## src/sv/lpcp_pkg.sv

```systemverilog
// shared types and constants of the label printer command parser
package lpcp_pkg;

    // parser position
    typedef enum logic [3:0] {
        ST_IDLE,
        ST_ESC,
        ST_ESCI,
        ST_MODE,
        ST_COMP,
        ST_LENLO,
        ST_LENHI,
        ST_ROW,
        ST_SKIP
    } parse_state_t;

    // status codes of a record
    localparam logic [1:0] SC_REPLY = 2'd0;
    localparam logic [1:0] SC_DONE  = 2'd1;
    localparam logic [1:0] SC_ERROR = 2'd2;
    localparam logic [1:0] SC_PHASE = 2'd3;

    // phase values
    localparam logic PH_EDIT  = 1'b0;
    localparam logic PH_PRINT = 1'b1;

    // input opcodes
    localparam logic OP_BYTE  = 1'b0;
    localparam logic OP_FLUSH = 1'b1;

    // command stream bytes
    localparam logic [7:0] CH_ESC  = 8'h1b;
    localparam logic [7:0] CH_AT   = 8'h40;
    localparam logic [7:0] CH_I    = 8'h69;
    localparam logic [7:0] CH_M    = 8'h4d;
    localparam logic [7:0] CH_G    = 8'h47;
    localparam logic [7:0] CH_Z    = 8'h5a;
    localparam logic [7:0] CH_FF   = 8'h0c;
    localparam logic [7:0] CH_SUB  = 8'h1a;
    localparam logic [7:0] CH_S    = 8'h53;
    localparam logic [7:0] CH_A    = 8'h61;
    localparam logic [7:0] CH_LZ   = 8'h7a;
    localparam logic [7:0] CH_K    = 8'h4b;
    localparam logic [7:0] CH_D    = 8'h64;

    // argument counts of the ESC i commands
    localparam logic [15:0] ARGS_Z  = 16'd10;
    localparam logic [15:0] ARGS_MK = 16'd1;
    localparam logic [15:0] ARGS_D  = 16'd2;

    // configuration register indexes
    localparam logic [2:0] REG_ERR_ONE  = 3'd0;
    localparam logic [2:0] REG_ERR_TWO  = 3'd1;
    localparam logic [2:0] REG_WIDTH    = 3'd2;
    localparam logic [2:0] REG_MEDIA    = 3'd3;
    localparam logic [2:0] REG_TAPE     = 3'd4;
    localparam logic [2:0] REG_INK      = 3'd5;
    localparam logic [2:0] REG_MODEL    = 3'd6;

    // configuration reset values
    localparam logic [7:0] RST_WIDTH = 8'd24;
    localparam logic [7:0] RST_MEDIA = 8'd1;
    localparam logic [7:0] RST_TAPE  = 8'd1;
    localparam logic [7:0] RST_INK   = 8'd8;
    localparam logic [7:0] RST_MODEL = 8'd103;

endpackage

```

## src/sv/label_printer_command_parser.sv

```systemverilog
// label printer command parser: byte parser, event queue and record output
// path: an accepted item is held in the input register until the event queue has room; the
// parser acts on it and writes any event to the queue, which loads the record output register
// throughput: one item per cycle while the queue is not full; a page end yields three records,
// one per cycle while out_stall is low, so a page end stream is limited by the record output
// reset: rst_n (async, active low) clears parser, counters and queue, config to its defaults
module label_printer_command_parser #(
    parameter int COUNT_WIDTH = 32
) (
    input  logic        clk,
    input  logic        rst_n,
    // input item channel
    input  logic        in_valid,
    output logic        in_stall,
    input  logic        opcode,
    input  logic [7:0]  data_byte,
    // result item channel
    output logic        out_valid,
    input  logic        out_stall,
    output logic [1:0]  status_code,
    output logic        phase,
    output logic [7:0]  err_one,
    output logic [7:0]  err_two,
    output logic [7:0]  tape_width,
    output logic [7:0]  media_code,
    output logic [7:0]  tape_id,
    output logic [7:0]  text_id,
    output logic [7:0]  model_id,
    output logic [31:0] rows_count,
    output logic [31:0] pages_count,
    output logic        last,
    // configuration port
    input  logic        psel,
    input  logic        penable,
    input  logic        pwrite,
    input  logic [4:0]  paddr,
    input  logic [31:0] pwdata,
    output logic [31:0] prdata,
    output logic        pready
);

    // event queue between the parser and the record output
    localparam int QDEPTH = 4;
    localparam int QPTR_W = $clog2(QDEPTH);
    localparam int QCNT_W = $clog2(QDEPTH + 1);

    // ------------------------------------------------------------------
    // configuration registers
    // ------------------------------------------------------------------
    logic [7:0] err_one_reg, err_two_reg, width_reg, media_reg;
    logic [7:0] tape_reg, ink_reg, model_reg;
    logic       cfg_wr;
    logic [2:0] cfg_idx;

    assign pready  = 1'b1;
    assign cfg_idx = paddr[4:2];
    assign cfg_wr  = psel && penable && pwrite && pready;

    always_ff @(posedge clk or negedge rst_n)
    begin
        if (!rst_n)
        begin
            err_one_reg <= '0;
            err_two_reg <= '0;
            width_reg   <= lpcp_pkg::RST_WIDTH;
            media_reg   <= lpcp_pkg::RST_MEDIA;
            tape_reg    <= lpcp_pkg::RST_TAPE;
            ink_reg     <= lpcp_pkg::RST_INK;
            model_reg   <= lpcp_pkg::RST_MODEL;
        end
        else if (cfg_wr)
        begin
            // writes past the last register are dropped
            case (cfg_idx)
                lpcp_pkg::REG_ERR_ONE: err_one_reg <= pwdata[7:0];
                lpcp_pkg::REG_ERR_TWO: err_two_reg <= pwdata[7:0];
                lpcp_pkg::REG_WIDTH:   width_reg   <= pwdata[7:0];
                lpcp_pkg::REG_MEDIA:   media_reg   <= pwdata[7:0];
                lpcp_pkg::REG_TAPE:    tape_reg    <= pwdata[7:0];
                lpcp_pkg::REG_INK:     ink_reg     <= pwdata[7:0];
                lpcp_pkg::REG_MODEL:   model_reg   <= pwdata[7:0];
                default: ;
            endcase
        end
    end

    // read back
    always_comb
    begin
        prdata = '0;
        case (cfg_idx)
            lpcp_pkg::REG_ERR_ONE: prdata[7:0] = err_one_reg;
            lpcp_pkg::REG_ERR_TWO: prdata[7:0] = err_two_reg;
            lpcp_pkg::REG_WIDTH:   prdata[7:0] = width_reg;
            lpcp_pkg::REG_MEDIA:   prdata[7:0] = media_reg;
            lpcp_pkg::REG_TAPE:    prdata[7:0] = tape_reg;
            lpcp_pkg::REG_INK:     prdata[7:0] = ink_reg;
            lpcp_pkg::REG_MODEL:   prdata[7:0] = model_reg;
            default:               prdata      = '0;
        endcase
    end

    // ------------------------------------------------------------------
    // input register
    // ------------------------------------------------------------------
    logic       in_vld_reg;
    logic       opcode_reg;
    logic [7:0] byte_reg;
    logic       q_full;
    logic       adv;
    logic       in_take;

    // the held item moves into the parser unless the event queue is full
    assign adv      = in_vld_reg && !q_full;
    assign in_stall = in_vld_reg && q_full;
    assign in_take  = in_valid && !in_stall;

    always_ff @(posedge clk or negedge rst_n)
    begin
        if (!rst_n)
        begin
            in_vld_reg <= 1'b0;
        end
        else if (in_take)
        begin
            in_vld_reg <= 1'b1;
        end
        else if (adv)
        begin
            in_vld_reg <= 1'b0;
        end
    end

    always_ff @(posedge clk)
    begin
        if (in_take)
        begin
            opcode_reg <= opcode;
            byte_reg   <= data_byte;
        end
    end

    // ------------------------------------------------------------------
    // parser: state register and next-state logic
    // ------------------------------------------------------------------
    lpcp_pkg::parse_state_t state_reg, state_next;
    logic [15:0]            skip_reg, skip_next;
    logic [7:0]             len_lo_reg, len_lo_next;
    logic [COUNT_WIDTH-1:0] rows_reg, rows_next;
    logic [COUNT_WIDTH-1:0] pages_reg, pages_next;
    logic                   push;       // an event goes to the queue
    logic                   push_page;  // event is a page end (else a status reply)
    logic                   start;      // byte is taken as a fresh opcode
    logic                   row_inc;
    logic                   page_inc;
    logic [15:0]            len_full;
    logic [15:0]            skip_dec;

    assign len_full = {byte_reg, len_lo_reg};
    assign skip_dec = skip_reg - 16'd1;

    always_ff @(posedge clk or negedge rst_n)
    begin
        if (!rst_n)
        begin
            state_reg  <= lpcp_pkg::ST_IDLE;
            skip_reg   <= '0;
            len_lo_reg <= '0;
            rows_reg   <= '0;
            pages_reg  <= '0;
        end
        else
        begin
            state_reg  <= state_next;
            skip_reg   <= skip_next;
            len_lo_reg <= len_lo_next;
            rows_reg   <= rows_next;
            pages_reg  <= pages_next;
        end
    end

    always_comb
    begin
        state_next  = state_reg;
        skip_next   = skip_reg;
        len_lo_next = len_lo_reg;
        rows_next   = rows_reg;
        pages_next  = pages_reg;
        push        = 1'b0;
        push_page   = 1'b0;
        start       = 1'b0;
        row_inc     = 1'b0;
        page_inc    = 1'b0;

        if (adv && opcode_reg == lpcp_pkg::OP_FLUSH)
        begin
            // flush: parser and counters back to reset, registers untouched
            state_next  = lpcp_pkg::ST_IDLE;
            skip_next   = '0;
            len_lo_next = '0;
            rows_next   = '0;
            pages_next  = '0;
        end
        else if (adv)
        begin
            case (state_reg)
                lpcp_pkg::ST_ESC:
                begin
                    if (byte_reg == lpcp_pkg::CH_AT)
                        state_next = lpcp_pkg::ST_IDLE;
                    else if (byte_reg == lpcp_pkg::CH_I)
                        state_next = lpcp_pkg::ST_ESCI;
                    else
                        start = 1'b1;   // ESC dropped, byte parsed again
                end
                lpcp_pkg::ST_ESCI:
                begin
                    state_next = lpcp_pkg::ST_IDLE;
                    case (byte_reg)
                        lpcp_pkg::CH_S:
                        begin
                            push = 1'b1;
                        end
                        lpcp_pkg::CH_A:
                        begin
                            state_next = lpcp_pkg::ST_MODE;
                        end
                        lpcp_pkg::CH_LZ:
                        begin
                            skip_next  = lpcp_pkg::ARGS_Z;
                            state_next = lpcp_pkg::ST_SKIP;
                        end
                        lpcp_pkg::CH_M, lpcp_pkg::CH_K:
                        begin
                            skip_next  = lpcp_pkg::ARGS_MK;
                            state_next = lpcp_pkg::ST_SKIP;
                        end
                        lpcp_pkg::CH_D:
                        begin
                            skip_next  = lpcp_pkg::ARGS_D;
                            state_next = lpcp_pkg::ST_SKIP;
                        end
                        default:
                        begin
                            start = 1'b1;   // ESC i dropped, byte parsed again
                        end
                    endcase
                end
                lpcp_pkg::ST_MODE, lpcp_pkg::ST_COMP:
                begin
                    // mode or compression byte consumed, nothing downstream depends on it
                    state_next = lpcp_pkg::ST_IDLE;
                end
                lpcp_pkg::ST_LENLO:
                begin
                    len_lo_next = byte_reg;
                    state_next  = lpcp_pkg::ST_LENHI;
                end
                lpcp_pkg::ST_LENHI:
                begin
                    if (len_full == 16'd0)
                    begin
                        row_inc    = 1'b1;
                        state_next = lpcp_pkg::ST_IDLE;
                    end
                    else
                    begin
                        skip_next  = len_full;
                        state_next = lpcp_pkg::ST_ROW;
                    end
                end
                lpcp_pkg::ST_ROW:
                begin
                    skip_next = skip_dec;
                    if (skip_dec == 16'd0)
                    begin
                        row_inc    = 1'b1;
                        state_next = lpcp_pkg::ST_IDLE;
                    end
                end
                lpcp_pkg::ST_SKIP:
                begin
                    skip_next = skip_dec;
                    if (skip_dec == 16'd0)
                        state_next = lpcp_pkg::ST_IDLE;
                end
                default:
                begin
                    start = 1'b1;
                end
            endcase

            if (start)
            begin
                state_next = lpcp_pkg::ST_IDLE;
                case (byte_reg)
                    lpcp_pkg::CH_ESC: state_next = lpcp_pkg::ST_ESC;
                    lpcp_pkg::CH_M:   state_next = lpcp_pkg::ST_COMP;
                    lpcp_pkg::CH_G:   state_next = lpcp_pkg::ST_LENLO;
                    lpcp_pkg::CH_Z:   row_inc    = 1'b1;
                    lpcp_pkg::CH_FF, lpcp_pkg::CH_SUB:
                    begin
                        page_inc  = 1'b1;
                        push      = 1'b1;
                        push_page = 1'b1;
                    end
                    default: ;      // unknown opcode byte skipped
                endcase
            end

            if (row_inc)
                rows_next = rows_reg + COUNT_WIDTH'(1);
            if (page_inc)
                pages_next = pages_reg + COUNT_WIDTH'(1);
        end
    end

    // low 32 bits of the counters as the record shows them
    logic [COUNT_WIDTH+31:0] rows_ext, pages_ext;

    assign rows_ext  = {32'd0, rows_next};
    assign pages_ext = {32'd0, pages_next};

    // ------------------------------------------------------------------
    // event queue: one entry per status reply or page end
    // ------------------------------------------------------------------
    logic              q_page_reg  [QDEPTH];
    logic [31:0]       q_rows_reg  [QDEPTH];
    logic [31:0]       q_pages_reg [QDEPTH];
    logic [QPTR_W-1:0] wr_ptr_reg, rd_ptr_reg;
    logic [QCNT_W-1:0] q_cnt_reg;
    logic              q_empty;
    logic              pop;

    assign q_full  = (q_cnt_reg == QCNT_W'(QDEPTH));
    assign q_empty = (q_cnt_reg == '0);

    always_ff @(posedge clk)
    begin
        if (push)
        begin
            q_page_reg[wr_ptr_reg]  <= push_page;
            q_rows_reg[wr_ptr_reg]  <= rows_ext[31:0];
            q_pages_reg[wr_ptr_reg] <= pages_ext[31:0];
        end
    end

    always_ff @(posedge clk or negedge rst_n)
    begin
        if (!rst_n)
        begin
            wr_ptr_reg <= '0;
            rd_ptr_reg <= '0;
            q_cnt_reg  <= '0;
        end
        else
        begin
            if (push)
                wr_ptr_reg <= wr_ptr_reg + QPTR_W'(1);
            if (pop)
                rd_ptr_reg <= rd_ptr_reg + QPTR_W'(1);
            if (push && !pop)
                q_cnt_reg <= q_cnt_reg + QCNT_W'(1);
            else if (pop && !push)
                q_cnt_reg <= q_cnt_reg - QCNT_W'(1);
        end
    end

    // ------------------------------------------------------------------
    // record output register
    // ------------------------------------------------------------------
    logic        out_vld_reg;
    logic [1:0]  sub_reg;       // record number within a page end
    logic        load;
    logic        head_page;
    logic [1:0]  code_sel;
    logic        phase_sel;
    logic        last_sel;
    logic        err_any;
    logic [1:0]  status_code_reg;
    logic        phase_reg;
    logic        last_reg;
    logic [7:0]  err_one_out_reg, err_two_out_reg, width_out_reg, media_out_reg;
    logic [7:0]  tape_out_reg, ink_out_reg, model_out_reg;
    logic [31:0] rows_out_reg, pages_out_reg;

    assign load      = !q_empty && (!out_vld_reg || !out_stall);
    assign head_page = q_page_reg[rd_ptr_reg];
    assign err_any   = (err_one_reg != 8'd0) || (err_two_reg != 8'd0);

    // record kind: status reply, or the three records of a page end
    always_comb
    begin
        code_sel  = lpcp_pkg::SC_REPLY;
        phase_sel = lpcp_pkg::PH_EDIT;
        last_sel  = 1'b1;
        if (head_page)
        begin
            case (sub_reg)
                2'd0:
                begin
                    code_sel  = lpcp_pkg::SC_PHASE;
                    phase_sel = lpcp_pkg::PH_PRINT;
                    last_sel  = 1'b0;
                end
                2'd1:
                begin
                    code_sel  = lpcp_pkg::SC_DONE;
                    phase_sel = lpcp_pkg::PH_PRINT;
                    last_sel  = 1'b0;
                end
                default:
                begin
                    code_sel  = lpcp_pkg::SC_PHASE;
                    phase_sel = lpcp_pkg::PH_EDIT;
                    last_sel  = 1'b1;
                end
            endcase
        end
        // any error flag forces the error status
        if (err_any)
            code_sel = lpcp_pkg::SC_ERROR;
    end

    assign pop = load && last_sel;

    always_ff @(posedge clk or negedge rst_n)
    begin
        if (!rst_n)
        begin
            out_vld_reg <= 1'b0;
            sub_reg     <= '0;
        end
        else
        begin
            if (load)
                out_vld_reg <= 1'b1;
            else if (!out_stall)
                out_vld_reg <= 1'b0;

            if (load)
                sub_reg <= last_sel ? 2'd0 : sub_reg + 2'd1;
        end
    end

    always_ff @(posedge clk)
    begin
        if (load)
        begin
            status_code_reg <= code_sel;
            phase_reg       <= phase_sel;
            last_reg        <= last_sel;
            err_one_out_reg <= err_one_reg;
            err_two_out_reg <= err_two_reg;
            width_out_reg   <= width_reg;
            media_out_reg   <= media_reg;
            tape_out_reg    <= tape_reg;
            ink_out_reg     <= ink_reg;
            model_out_reg   <= model_reg;
            rows_out_reg    <= q_rows_reg[rd_ptr_reg];
            pages_out_reg   <= q_pages_reg[rd_ptr_reg];
        end
    end

    assign out_valid   = out_vld_reg;
    assign status_code = status_code_reg;
    assign phase       = phase_reg;
    assign err_one     = err_one_out_reg;
    assign err_two     = err_two_out_reg;
    assign tape_width  = width_out_reg;
    assign media_code  = media_out_reg;
    assign tape_id     = tape_out_reg;
    assign text_id     = ink_out_reg;
    assign model_id    = model_out_reg;
    assign rows_count  = rows_out_reg;
    assign pages_count = pages_out_reg;
    assign last        = last_reg;

endmodule

```

## config.mk

```make
export PLATFORM = sky130hd
export DESIGN_NAME = label_printer_command_parser
export DESIGN_NICKNAME = d
export VERILOG_FILES = /design/src/sv/lpcp_pkg.sv /design/src/sv/label_printer_command_parser.sv
export SDC_FILE = /design/constraint.sdc
export NUM_CORES = 1
export LEC_CHECK = 0
export ABC_AREA = 0
export ABC_CLOCK_PERIOD_IN_PS = 14600
export BUFFER_PORTS_ARGS = -buffer_cell sky130_fd_sc_hd__clkbuf_2
export CAP_MARGIN = 20
export CORE_MARGIN = 10
export CORE_UTILIZATION = 51
export DETAILED_ROUTE_END_ITERATION = 10
export GPL_ROUTABILITY_DRIVEN = 0
export PLACE_DENSITY = 0.8
export SYNTH_ARGS = -nofsm -noshare
export SYNTH_HDL_FRONTEND = slang
export SYNTH_SLANG_ARGS = --single-unit
export TNS_END_PERCENT = 30
```

## constraint.sdc

```tcl
create_clock -name clk -period 14.6 [get_ports clk]
set_input_delay 0.73 -clock clk [delete_from_list [all_inputs] [get_ports clk]]
set_output_delay 0.73 -clock clk [all_outputs]
set_load 0.01 [all_outputs]
```

# Yosys cells after proc, flatten, opt, wreduce, memory -nomap -nowiden
# Memory sizes are Yosys's and may differ from the RTL's. A register that Yosys moved wholly into a read port is not among the register bits.
# Cells that the tools add are included.
# Widths: inputs -> output; s select.
classes:
  n_mux: 64
  eq_ne: 34
  n_mul: 0
  n_lt_le_gt_ge: 0
  n_bitwise: 1
  reduce_logical: 51
  div: 0
  n_addsub: 8
  shifts: 0
op_table:
  columns: ["operator", "n"]
  rows:
  - ["$mux 32", 6]
  - ["$pmux 16 s3", 2]
  - ["$eq 8x7->1 const B", 10]
  - ["$add 32x1->32 const B", 2]
  - ["$pmux 8 s7", 1]
  - ["$mux 16", 3]
  - ["$logic_not 16->1", 2]
  - ["$mux 1", 32]
  - ["$mux 4", 6]
  - ["$mux 8", 3]
  - ["$pmux 4 s6", 1]
  - ["$reduce_bool 8->1", 3]
  - ["$eq 4x3->1 const B", 4]
  - ["$eq 8x5->1 const B", 2]
  - ["$reduce_and 2->1", 8]
  - ["$sub 16x1->16 const B", 1]
  - ["$eq 3x3->1 const B", 4]
  - ["$reduce_or 2->1", 6]
  - ["$reduce_or 6->1", 2]
  - ["$logic_and 1x1->1", 10]
  - ["$ne 5x5->1 const B", 2]
  - ["$mux 3", 3]
  - ["$pmux 3 s3", 1]
  - ["$eq 4x2->1 const B", 2]
  - ["other kinds (25)", 42]
word_totals:
  reg_bits: 228
  latchBits: 0
  n_memories: 3
  word_cells: 192
  input_bits: 53
  out_inout_bits: 159
  mem_bits_ro: 0
  ramBits: 260
mem_list:
  columns: ["memory", "depth", "word_bits", "rd", "rd_clocked_by_memory_dff", "wr", "line_no", "source"]
  rows:
  - ["q_pages_reg", 4, 32, 1, 1, 1, "label_printer_command_parser.sv:329", "logic [31:0] q_pages_reg [QDEPTH];"]
  - ["q_rows_reg", 4, 32, 1, 1, 1, "label_printer_command_parser.sv:328", "logic [31:0] q_rows_reg [QDEPTH];"]
  - ["q_page_reg", 4, 1, 1, 0, 1, "label_printer_command_parser.sv:327", "logic q_page_reg [QDEPTH];"]

# Logic depth before layout (Yosys ltp)
# Gate-level depths: netlist of the first run.
depth:
  word_depth: 13
  mapped_depth: 14
  mapped_depth_nobuf: 12

# Worst setup path after synthesis of the first run
# OpenSTA, ideal clock, no wires.
synth_timing:
  path_type: "input port to flip-flop"
  start: "input port out_stall"
  end: "register q_cnt_reg[1]"
  slack_ps: 5732
  required_ps: 14475
  path_stages: 6
  t_arrival_ps: 8743
  cell_sequence: "a21oi_1 nand2_1 ha_1 inv_1 fa_1 mux2_2"
synth_via:
  elab_chain_len: 7
  elab_cells_between_ends: 9
  cone_classes: "mux (1); reduce/logical (8)"
synth_lines:
  columns: ["element", "line_no", "source"]
  rows:
  - ["from (decl)", "label_printer_command_parser.sv:19", "input logic out_stall,"]
  - ["$logic_not 1->1 (*)", null, null]
  - ["$logic_or 1x1->1 (*)", "label_printer_command_parser.sv:387", "assign load = !q_empty && (!out_vld_reg || !out_stall);"]
  - ["$logic_and 1x1->1 (*)", "label_printer_command_parser.sv:387", null]
  - ["$logic_and 1x1->1 (*)", "label_printer_command_parser.sv:425", "assign pop = load && last_sel;"]
  - ["$logic_not 1->1", "label_printer_command_parser.sv:362", "if (push && !pop)"]
  - ["$logic_and 1x1->1", "label_printer_command_parser.sv:362", null]
  - ["$mux 3 or $reduce_bool 2->1 (tied branches)", null, null]
  - ["to (signal assigned)", "label_printer_command_parser.sv:363", "q_cnt_reg <= q_cnt_reg + QCNT_W'(1);"]
  - ["to (signal assigned)", "label_printer_command_parser.sv:365", "q_cnt_reg <= q_cnt_reg - QCNT_W'(1);"]
  - ["to (decl)", "label_printer_command_parser.sv:331", "logic [QCNT_W-1:0] q_cnt_reg;"]
# Every way passes the cells marked *; elsewhere a longest branch is shown, timed or not.
# A chain may end at the register's enable or synchronous reset.

# Worst setup path after layout of the first run
layout_timing:
  start: "register state_reg[3]"
  end: "memory q_rows_reg[3][18], enable pin"
layout_via:
  elab_chain_len: 10
  elab_cells_between_ends: 19
  cone_classes: "eq/ne (8); mux (10); reduce/logical (1)"
layout_lines:
  columns: ["element", "line_no", "source"]
  rows:
  - ["from (decl)", "label_printer_command_parser.sv:146", "lpcp_pkg::parse_state_t state_reg, state_next;"]
  - ["from (signal assigned)", "label_printer_command_parser.sv:166", "state_reg <= lpcp_pkg::ST_IDLE;"]
  - ["from (signal assigned)", "label_printer_command_parser.sv:174", "state_reg <= state_next;"]
  - ["$eq 4x4->1, or another cell as far along", "label_printer_command_parser.sv:206", "case (state_reg)"]
  - ["$reduce_or 6->1 (no line)", null, null]
  - ["$pmux 1 s3", "label_printer_command_parser.sv:206", null]
  - ["$mux 1", "label_printer_command_parser.sv:204", "else if (adv)"]
  - ["$mux 1", "label_printer_command_parser.sv:195", "if (adv && opcode_reg == lpcp_pkg::OP_FLUSH)"]
  - ["$mux 1 (*)", "label_printer_command_parser.sv:293", "if (start)"]
  - ["$mux 1 (*)", "label_printer_command_parser.sv:204", null]
  - ["$mux 1 (*)", "label_printer_command_parser.sv:195", null]
  - ["named net push", "label_printer_command_parser.sv:151", "logic push;"]
  - ["$mux 1 (*)", "label_printer_command_parser.sv:340", "if (push)"]
  - ["$mux 1 (not written as such) (*)", "label_printer_command_parser.sv:343", "q_rows_reg[wr_ptr_reg] <= rows_ext[31:0];"]
  - ["to (decl)", "label_printer_command_parser.sv:328", null]
# The timed path passes the listed nets; every way through them passes the cells marked *. The select of a mux whose other input is x is not followed.

==> results of run 1 <==
==> cells by family after synthesis <==
family,after synthesis,synth area share
AOI/OAI and AO/OA,219,0.0620
xor gates and xnor gates,23,0.00889
adders and majority gates,12,0.00696
buffers and inverters,124,0.0260
DFF,552,0.697
muxes,144,0.105
other,2,0.000332
and+or+nand+nor,385,0.0935
==> power groups by stage <==
stage | registers (mW) | logic (mW) | clock network [mW]
global placement | 2.08 | 0.753 | 0
CTS | 2.06 | 0.769 | 1.34
finish | 2.06 | 0.747 | 1.31
global route | 2.08 | 0.816 | 1.40
floorplan | 2.13 | 0.428 | 0
detailed placement | 2.09 | 0.765 | 0
==> layout by cell type, fill, tap and decap left out, drive strengths merged, types with 11 or more instances in the layout <==
cell	instances
nor2	49
o211ai	13
o31ai	33
nand3	39
nand4	22
or3	12
nor3	21
mux4	69
mux2i	14
clkinv	17
mux2	61
and2	11
a22oi	14
nor2b	13
or4	42
conb	25
inv	23
buf	13
and3	16
o21ai	58
a21oi	62
dfrtp	149
ha	11
edfxtp	393
xnor2	15
nor4	22
clkbuf	230
nand2	93
==> path summary, 6_finish.rpt <==
kind	start	end	slack [ns]	cells past startpoint
max in group asynchronous	rst_n	rd_ptr_reg[0]	12.78	2
min in group clk	opcode	opcode_reg	0.31	1
setup reg to reg	state_reg[3]	q_rows_reg[3][18]	9.50	8
hold reg to reg	media_reg[5]	media_code[5]	0.48	0
setup / recovery	state_reg[3]	q_rows_reg[3][18]	9.50	8
hold / removal	rst_n	pages_reg[10]	0.18	1
==> stage by stage <==
step	instances	worst slack (ns)	hold WS, ns	util
floorplan	1484	5.73	0.434	-
global placement	2144	9.66	0.449	0.543
detailed placement	2144	9.55	0.458	0.543
CTS	2240	9.53	0.209	0.580
global route	2241	9.19	0.242	0.581
finish	2241	9.50	0.184	0.581
==> critical path: stages, from the launching register on <==
cell     delay (ns)
dfrtp_1        0.50
or4b_1         0.54
a31o_1         0.22
o21ai_1        0.17
a31o_2         0.17
nand3_1        0.74
a21oi_1        0.85
and2_2         0.90
buf_4          0.62
==> metal layers <==
metal / vias to the layer above / track usage / part of all wire
li1: 5951 / - / -
met1: 6744 / 0.237 / 0.41
met2: 594 / 0.292 / 0.49
met3: 87 / 0.0375 / 0.081
met4: 0 / 0.0580 / 0.024
met5: - / 0 / 0
==> area by class of cell <==
class / instances / area share
Sequential cell: 552 / 0.618
Multi-Input combinational cell: 808 / 0.250
Clock buffer: 71 / 0.0549
Timing Repair Buffer: 172 / 0.0355
Tap cell: 592 / 0.0290
Clock inverter: 25 / 0.00989
Inverter: 21 / 0.00308
==> metrics.cfg, run 1 <==
[run_status]
outcome = complete, no violations

[placement]
portBuffers = 160
hpwlAfterDp_mm = 30.5
placed_area_sq_um = 23900

[sta]
rsz0062_at_grt = no
relSlewSlack = 0.274
max_freq_mhz = 196
setup_viol = 0
min_period_over_period = 0.349
period_needed_ns = 5.10
hold_viol_final = 0
timing.setup.tns_ns = 0
clock_skew_ns = 0.0219
finalMaxSlewViolations = 0
tightest_slew_ns = 1.09

[clocking]
cts_tree = yes
numCtsBuffers = 52
cts_buffer_depth = 3
clk_latency_ns = 0.60
root_buffer = clkbuf_16
cts_resized = 0
clk_pin_slew_ns = 0.07
htree_levels = 2
cts_hold_buf = 0
clock_sinks = 552
post_cts_buffers = 0

[yosys]
synth_edf_count = 393
syn_inst = 1461
syn_avg_cell_area_sq_um = 15.5
yosysSeqAreaShare = 0.697
ys_warn_count = 0
yosysTopAreaCell = edfxtp_1
synth.most_common_cell = edfxtp_1
ys_top_cells_by_count = 393 x edfxtp_1, 149 x dfrtp_1, 93 x nand2_1
ys_top_cells_by_area = edfxtp_1 52%, dfrtp_1 16%, mux4_2 6.9%
synthArstFlopShare = 0.288
ys_ff_latch = 552
synth.top_cell.area_share = 0.521
netlist_area_sq_um = 22700
yosysUniqueCellTypes = 70
synthFlopType = edfxtp_1

[floorplan]
initial_core_util = 0.515
num_rows = 77
io_pins = 212
core_sq_um = 44000
die_y_um = 231
die_w_um = 231
dieArea_sq_um = 53200

[worst_setup_path]
criticalPathCategory = flip-flop to flip-flop
path_max_fanout = 35
cp-end-kind = flip-flop
cp-start-kind = flip-flop
worstPathArrival_ns = 5.32
crit_required_ns = 14.82

[grt]
grt_start_max_net_pins = 130
grt.overflow.total = 0
grtUsageTotal = 0.179
antenna_found_initial = 0
grt_pass1_vias = 13500
grt_pass1_wl_mm = 76.1

[drt]
routed-via-count = 13400
ant_nets = 0
drtIter0Drc = 1384
drc_errors = 0
dr.pass1.iters = 5
wl_mm = 48.0
via_per_inst = 5.97
wl_per_cell_um = 21.4

[power_and_ir_drop]
power_switching_mw = 1.11
switching_share = 0.270
p_int_mw = 3.01
peakVddDrop_mv = 0.0924
finalPower_mw = 4.12
p_seq_frac = 0.500
clockPowerShare = 0.318
p_leak_nw = 9.72
power.density_nw_per_um2 = 161
p_comb_frac = 0.181

[job]
cap_violations = 0

[finish]
regArea_sq_um = 15800
multi_input_area_sq_um = 6380
area_growth_pct = 12.8
layout-drive-gt1-share = 0.250
num_antenna_cells = 0
final_area_sq_um = 25600
fill_cells = 3319
layout.nets = 1672

[min_path]
hold_class = input port to async pin

Note: power is estimated with default switching activity, not from simulation.
==> inputs of run 2 (changes only) <==
ABC_CLOCK_PERIOD_IN_PS = 5300   (was 14600)
clock period = 5.3 ns   (was 14.6 ns; I/O delays follow)
==> run 2 against run 1 <==
Compared with the run above: critical endpoint is now q_rows_reg[0][8]; register-to-register slack lost 8.2 ns; sequential cell count unchanged; final area rose by 1.6%; maximum frequency increased by 28%; combinational power grew to 2.8 times the previous value; first-iteration DRC count grew 9.5%; count of clock-buffer cells in the layout decreased by 7; critical path type unchanged; largest cell class unchanged; power rose to 2.8 times the previous value.
==> metrics.cfg, run 2 (synthesis results as in run 1) <==
[run_status]
outcome = complete, no violations

[finish]
area_growth_pct = 14.7
layout-drive-gt1-share = 0.257
final_area_sq_um = 26000
layout.nets = 1694
final_common_cell = edfxtp_1
most-common-layout-cells = 393 x edfxtp_1, 159 x clkbuf_2, 147 x dfrtp_1, 93 x nand2_1, 69 x mux4_2
num_antenna_cells = 0
fill_cells = 3241

[power_and_ir_drop]
p_leak_nw = 9.89
power.density_nw_per_um2 = 449
peakVddDrop_mv = 0.458

[grt]
grt_start_max_net_pins = 130
grt.overflow.total = 0
grt_pass1_vias = 13600
grt_pass1_wl_mm = 77.4
antenna_found_initial = 0
grtUsageTotal = 0.182

[clocking]
root_buffer = clkbuf_16
cts_buffer_depth = 3
cts_tree = yes
post_cts_buffers = 0
cts_hold_buf = 16
clk_pin_slew_ns = 0.06
clk_latency_ns = 0.59
clock_sinks = 552
htree_levels = 2
cts_resized = 0
numCtsBuffers = 52

[floorplan]
core_sq_um = 44000
dieArea_sq_um = 53200
io_pins = 212
initial_core_util = 0.515
die_y_um = 231
die_w_um = 231
num_rows = 77

[worst_setup_path]
cp-end-kind = flip-flop
max_stage_delay_ns = 0.86
path_max_fanout = 31
crit_chain = or4b_1 -> a31o_1 -> o21ai_1 -> a31o_2 -> nand3_1 -> buf_4 -> a21oi_1 -> and2_2 -> buf_4
crit_required_ns = 5.56
cp-start-kind = flip-flop
criticalPathCategory = flip-flop to flip-flop
worstPathArrival_ns = 4.25
crit_family = simple AND/OR/NAND/NOR gates
critPathBufInv = 2
critPathMostFrequentCell = buf_4
crit_slowest_cell = and2_2

[sta]
tightest_slew_ns = 1.01
max_freq_mhz = 251
setup_viol = 0
period_needed_ns = 3.99
min_period_over_period = 0.753
finalMaxSlewViolations = 0
clock_skew_ns = 0.0104
hold_viol_final = 0
relSlewSlack = 0.321
rsz0062_at_grt = no
timing.setup.tns_ns = 0

[drt]
wl_per_cell_um = 21.5
dr.pass1.iters = 7
ant_nets = 0
drtIter0Drc = 1516
drc_errors = 0
via_per_inst = 5.96
routed-via-count = 13500
wl_mm = 48.7

[placement]
placed_area_sq_um = 24000
portBuffers = 160
hpwlAfterDp_mm = 30.9

[job]
cap_violations = 0

[min_path]
hold_class = input port to flip-flop

[run 2: changes by cell type in the layout (fill, tap and decap cells not counted), moves of 2 or more]
| cell | before | now |
|---|---|---|
| clkbuf_16 | 52 | 56 |
| clkbuf_1 | 16 | 5 |
| buf_12 | 1 | 3 |
| buf_4 | 10 | 14 |
| dlygate4sd3_1 | 0 | 16 |
| bufinv_16 | 4 | 7 |
| clkinvlp_4 | 2 | 9 |
[run 2: layer usage]
layer | track usage | wire [um] | vias to the layer above
met5 | 0 | 0 | -
met4 | 0.0578 | 1110 | 0
met3 | 0.0412 | 3790 | 84
met2 | 0.303 | 24100 | 558
met1 | 0.236 | 19700 | 6853
li1 | - | - | 5990
[run 2: power breakdown]
part           internal, mW  total, mW  switching [mW]
logic                 0.896       2.06            1.17
clock network          2.31       3.89            1.58
registers              5.33       5.71           0.376
total                  8.54       11.7            3.12
[run 2: metrics by stage]
step | worst slack, ns | hold slack (ns) | total power, mW | cells | util
2_1_floorplan | 1.17 | -0.0306 | 7.00 | 1484 | -
3_3_place_gp | 1.39 | 0.241 | 7.83 | 2149 | 0.544
3_5_place_dp | 1.28 | 0.242 | 7.89 | 2149 | 0.544
4_1_cts | 1.24 | 0.00724 | 11.8 | 2261 | 0.589
5_1_grt | 1.03 | 0.0354 | 12.2 | 2263 | 0.590
6_report | 1.31 | 0.0419 | 11.7 | 2263 | 0.590
[run 2: worst reg2reg max path, stage by stage, from the launching register on]
cell     delay, ns
dfrtp_1       0.49
or4b_1        0.56
a31o_1        0.21
o21ai_1       0.16
a31o_2        0.16
nand3_1       0.08
buf_4         0.25
a21oi_1       0.44
and2_2        0.87
buf_4         0.43
[run 2: cell type report]
| cell class | instances | area (sq um) | share of cell area |
|---|---|---|---|
| Sequential cell | 552 | 15800 | 0.608 |
| Clock inverter | 32 | 369 | 0.0142 |
| Clock buffer | 64 | 1460 | 0.0563 |
| Multi-Input combinational cell | 808 | 6380 | 0.246 |
| Inverter | 21 | 78.8 | 0.00303 |
| Tap cell | 592 | 741 | 0.0285 |
| Timing Repair Buffer | 194 | 1140 | 0.0440 |
[run 2: path summary, 6_finish.rpt]
kind | slack, ns | cells after the start | to | from
max in group asynchronous | 3.78 | 3 | rd_ptr_reg[1] | rst_n
min | 0.04 | 2 | err_one_reg[2] | pwdata[2]
min in group asynchronous | 0.19 | 2 | pages_reg[12] | rst_n
max reg2reg | 1.31 | 9 | q_rows_reg[0][8] | state_reg[3]
max | 1.31 | 9 | q_rows_reg[0][8] | state_reg[3]
min reg2reg | 0.47 | 0 | tape_id[3] | tape_reg[3]
==> inputs of run 3 (changes only) <==
ABC_CLOCK_PERIOD_IN_PS = 3400   (was 5300)
PLACE_DENSITY = 0.83   (was 0.8)
clock period = 3.4 ns   (was 5.3 ns; I/O delays follow)
==> run 3 against run 2 <==
Compared with the run above: power grew 55%; clock skew up 0.0078 ns; count of clock-buffer cells in the layout up 13; sequential share of layout area is 0.76 points lower; final area grew 1.3%; via count is 2.6% higher; combinational power rose by 65%; clock power is 52% higher; sequential power grew 54%; largest power group unchanged.
==> metrics.cfg, run 3 (synthesis results as in run 1) <==
[run_status]
outcome = complete, no violations

[clocking]
htree_levels = 2
cts_tree = yes
cts_buffer_depth = 3
clock_sinks = 552
clk_latency_ns = 0.60
numCtsBuffers = 54
clk_pin_slew_ns = 0.06
root_buffer = clkbuf_16

[sta]
setup_viol = 0
min_period_over_period = 0.972
period_needed_ns = 3.30
hold_viol_final = 0
relSlewSlack = 0.310
finalMaxSlewViolations = 0
max_freq_mhz = 303
whs_ns = 0.210
tightest_slew_ns = 1.03
clock_skew_ns = 0.0182

[worst_setup_path]
path_max_fanout = 9
crit_required_ns = 3.83
criticalPathCategory = flip-flop to flip-flop
worstPathArrival_ns = 3.73
cp-start-kind = flip-flop
cp-end-kind = flip-flop

[placement]
portBuffers = 160
placed_area_sq_um = 24200
hpwlAfterDp_mm = 31.9

[finish]
fill_cells = 3137
area_growth_pct = 16.1
layout.nets = 1729
most-common-layout-cells = 393 x edfxtp_1, 159 x clkbuf_2, 145 x dfrtp_1, 92 x nand2_1, 69 x mux4_2
multi_input_area_sq_um = 6520
final_common_cell = edfxtp_1
final_area_sq_um = 26300
fin_util = 0.597
num_antenna_cells = 0
regArea_sq_um = 15800
layout-drive-gt1-share = 0.280

[grt]
grt_pass1_wl_mm = 78.8
grt_start_max_net_pins = 130
antenna_found_initial = 0
grt.overflow.total = 0
grtUsageTotal = 0.185
grt_pass1_vias = 13700

[floorplan]
dieArea_sq_um = 53200
die_w_um = 231
io_pins = 212
num_rows = 77
die_y_um = 231
initial_core_util = 0.515
core_sq_um = 44000

[power_and_ir_drop]
finalPower_mw = 18.1
peakVddDrop_mv = 0.532
power.density_nw_per_um2 = 689
p_leak_nw = 10.1

[drt]
wl_per_cell_um = 21.9
routed-via-count = 13800
ant_nets = 0
via_per_inst = 6.01
drc_errors = 0
drtIter0Drc = 1591
wl_mm = 50.4
dr.pass1.iters = 5

[min_path]
hold_class = input port to async pin

[job]
cap_violations = 0

[run 3: cell count changes in the layout (fill, tap and decap cells not counted), sizes merged]
cell	delta
clkbuf	+13
buf	+29
clkinvlp	-7
dlygate4sd3	+4
bufinv	-2
inv	-1
clkinv	+2
[run 3: repair_timing]
| action | CTS | global route |
|---|---|---|
| hold endpoints to repair | 152 | 0 |
| gates resized for setup | 2 | 32 |
| endpoints found under the setup margin | 78 | 264 |
| setup buffers | 1 | 0 |
| hold buffers | 20 | 0 |
| pin swaps | 1 | 2 |
| gates cloned | 0 | 0 |
[run 3: routing by layer]
layer  global-route usage  up-vias  share of wire
met5                    0        -              0
met4               0.0693        0          0.028
met3               0.0365      116          0.068
met2                0.303      645           0.50
met1                0.241     6992           0.41
li1                     -     6083              -
[run 3: worst max-delay path: stages (launching register included)]
cell       delay (ns)
dfrtp_1          0.38
inv_1            0.09
ha_1             0.18
or3b_4           0.43
nor4b_2          0.26
o21ai_1          0.15
a2111oi_4        0.45
buf_4            0.21
a32oi_1          0.15
buf_4            0.22
or4_1            0.48
nand2_1          0.16
[run 3: path summary, 6_finish.rpt]
kind / start / end / slack (ns) / cells past startpoint
setup / recovery: skip_reg[1] / q_rows_reg[0][11] / 0.1 / 11
hold / removal: rst_n / out_valid / 0.21 / 2
setup reg to reg: skip_reg[1] / q_rows_reg[0][11] / 0.1 / 11
hold reg to reg: ink_reg[7] / text_id[7] / 0.48 / 0
max in group asynchronous: rst_n / skip_reg[5] / 2.20 / 3
min in group clk: data_byte[6] / byte_reg[6] / 0.29 / 2
[run 3: layout make-up]
cell class	count	area share
flip-flops and latches	552	0.601
multi-input cells	808	0.248
clock buffers	77	0.0577
repair buffers	227	0.0531
well taps	592	0.0282
clock inverters	24	0.00947
inverters	21	0.00300
[run 3: power breakdown]
group          switching (mW)  total (mW)  internal (mW)  leakage (nW)
clock network            2.45        5.93           3.48         0.855
logic                    1.96        3.40           1.44          3.12
registers               0.462        8.78           8.32          6.08
total                    4.87        18.1           13.2          10.1
[run 3: per-stage QoR]
stage	instances	setup TNS (ns)	setup slack (ns)
after detailed placement	2179	-3.21	-0.109
after global routing	2301	-0.559	-0.0463
after global placement	2179	0	0.0667
final	2301	0	0.0969
after CTS	2301	0	0.0188
after floorplan	1484	-12.41	-0.606
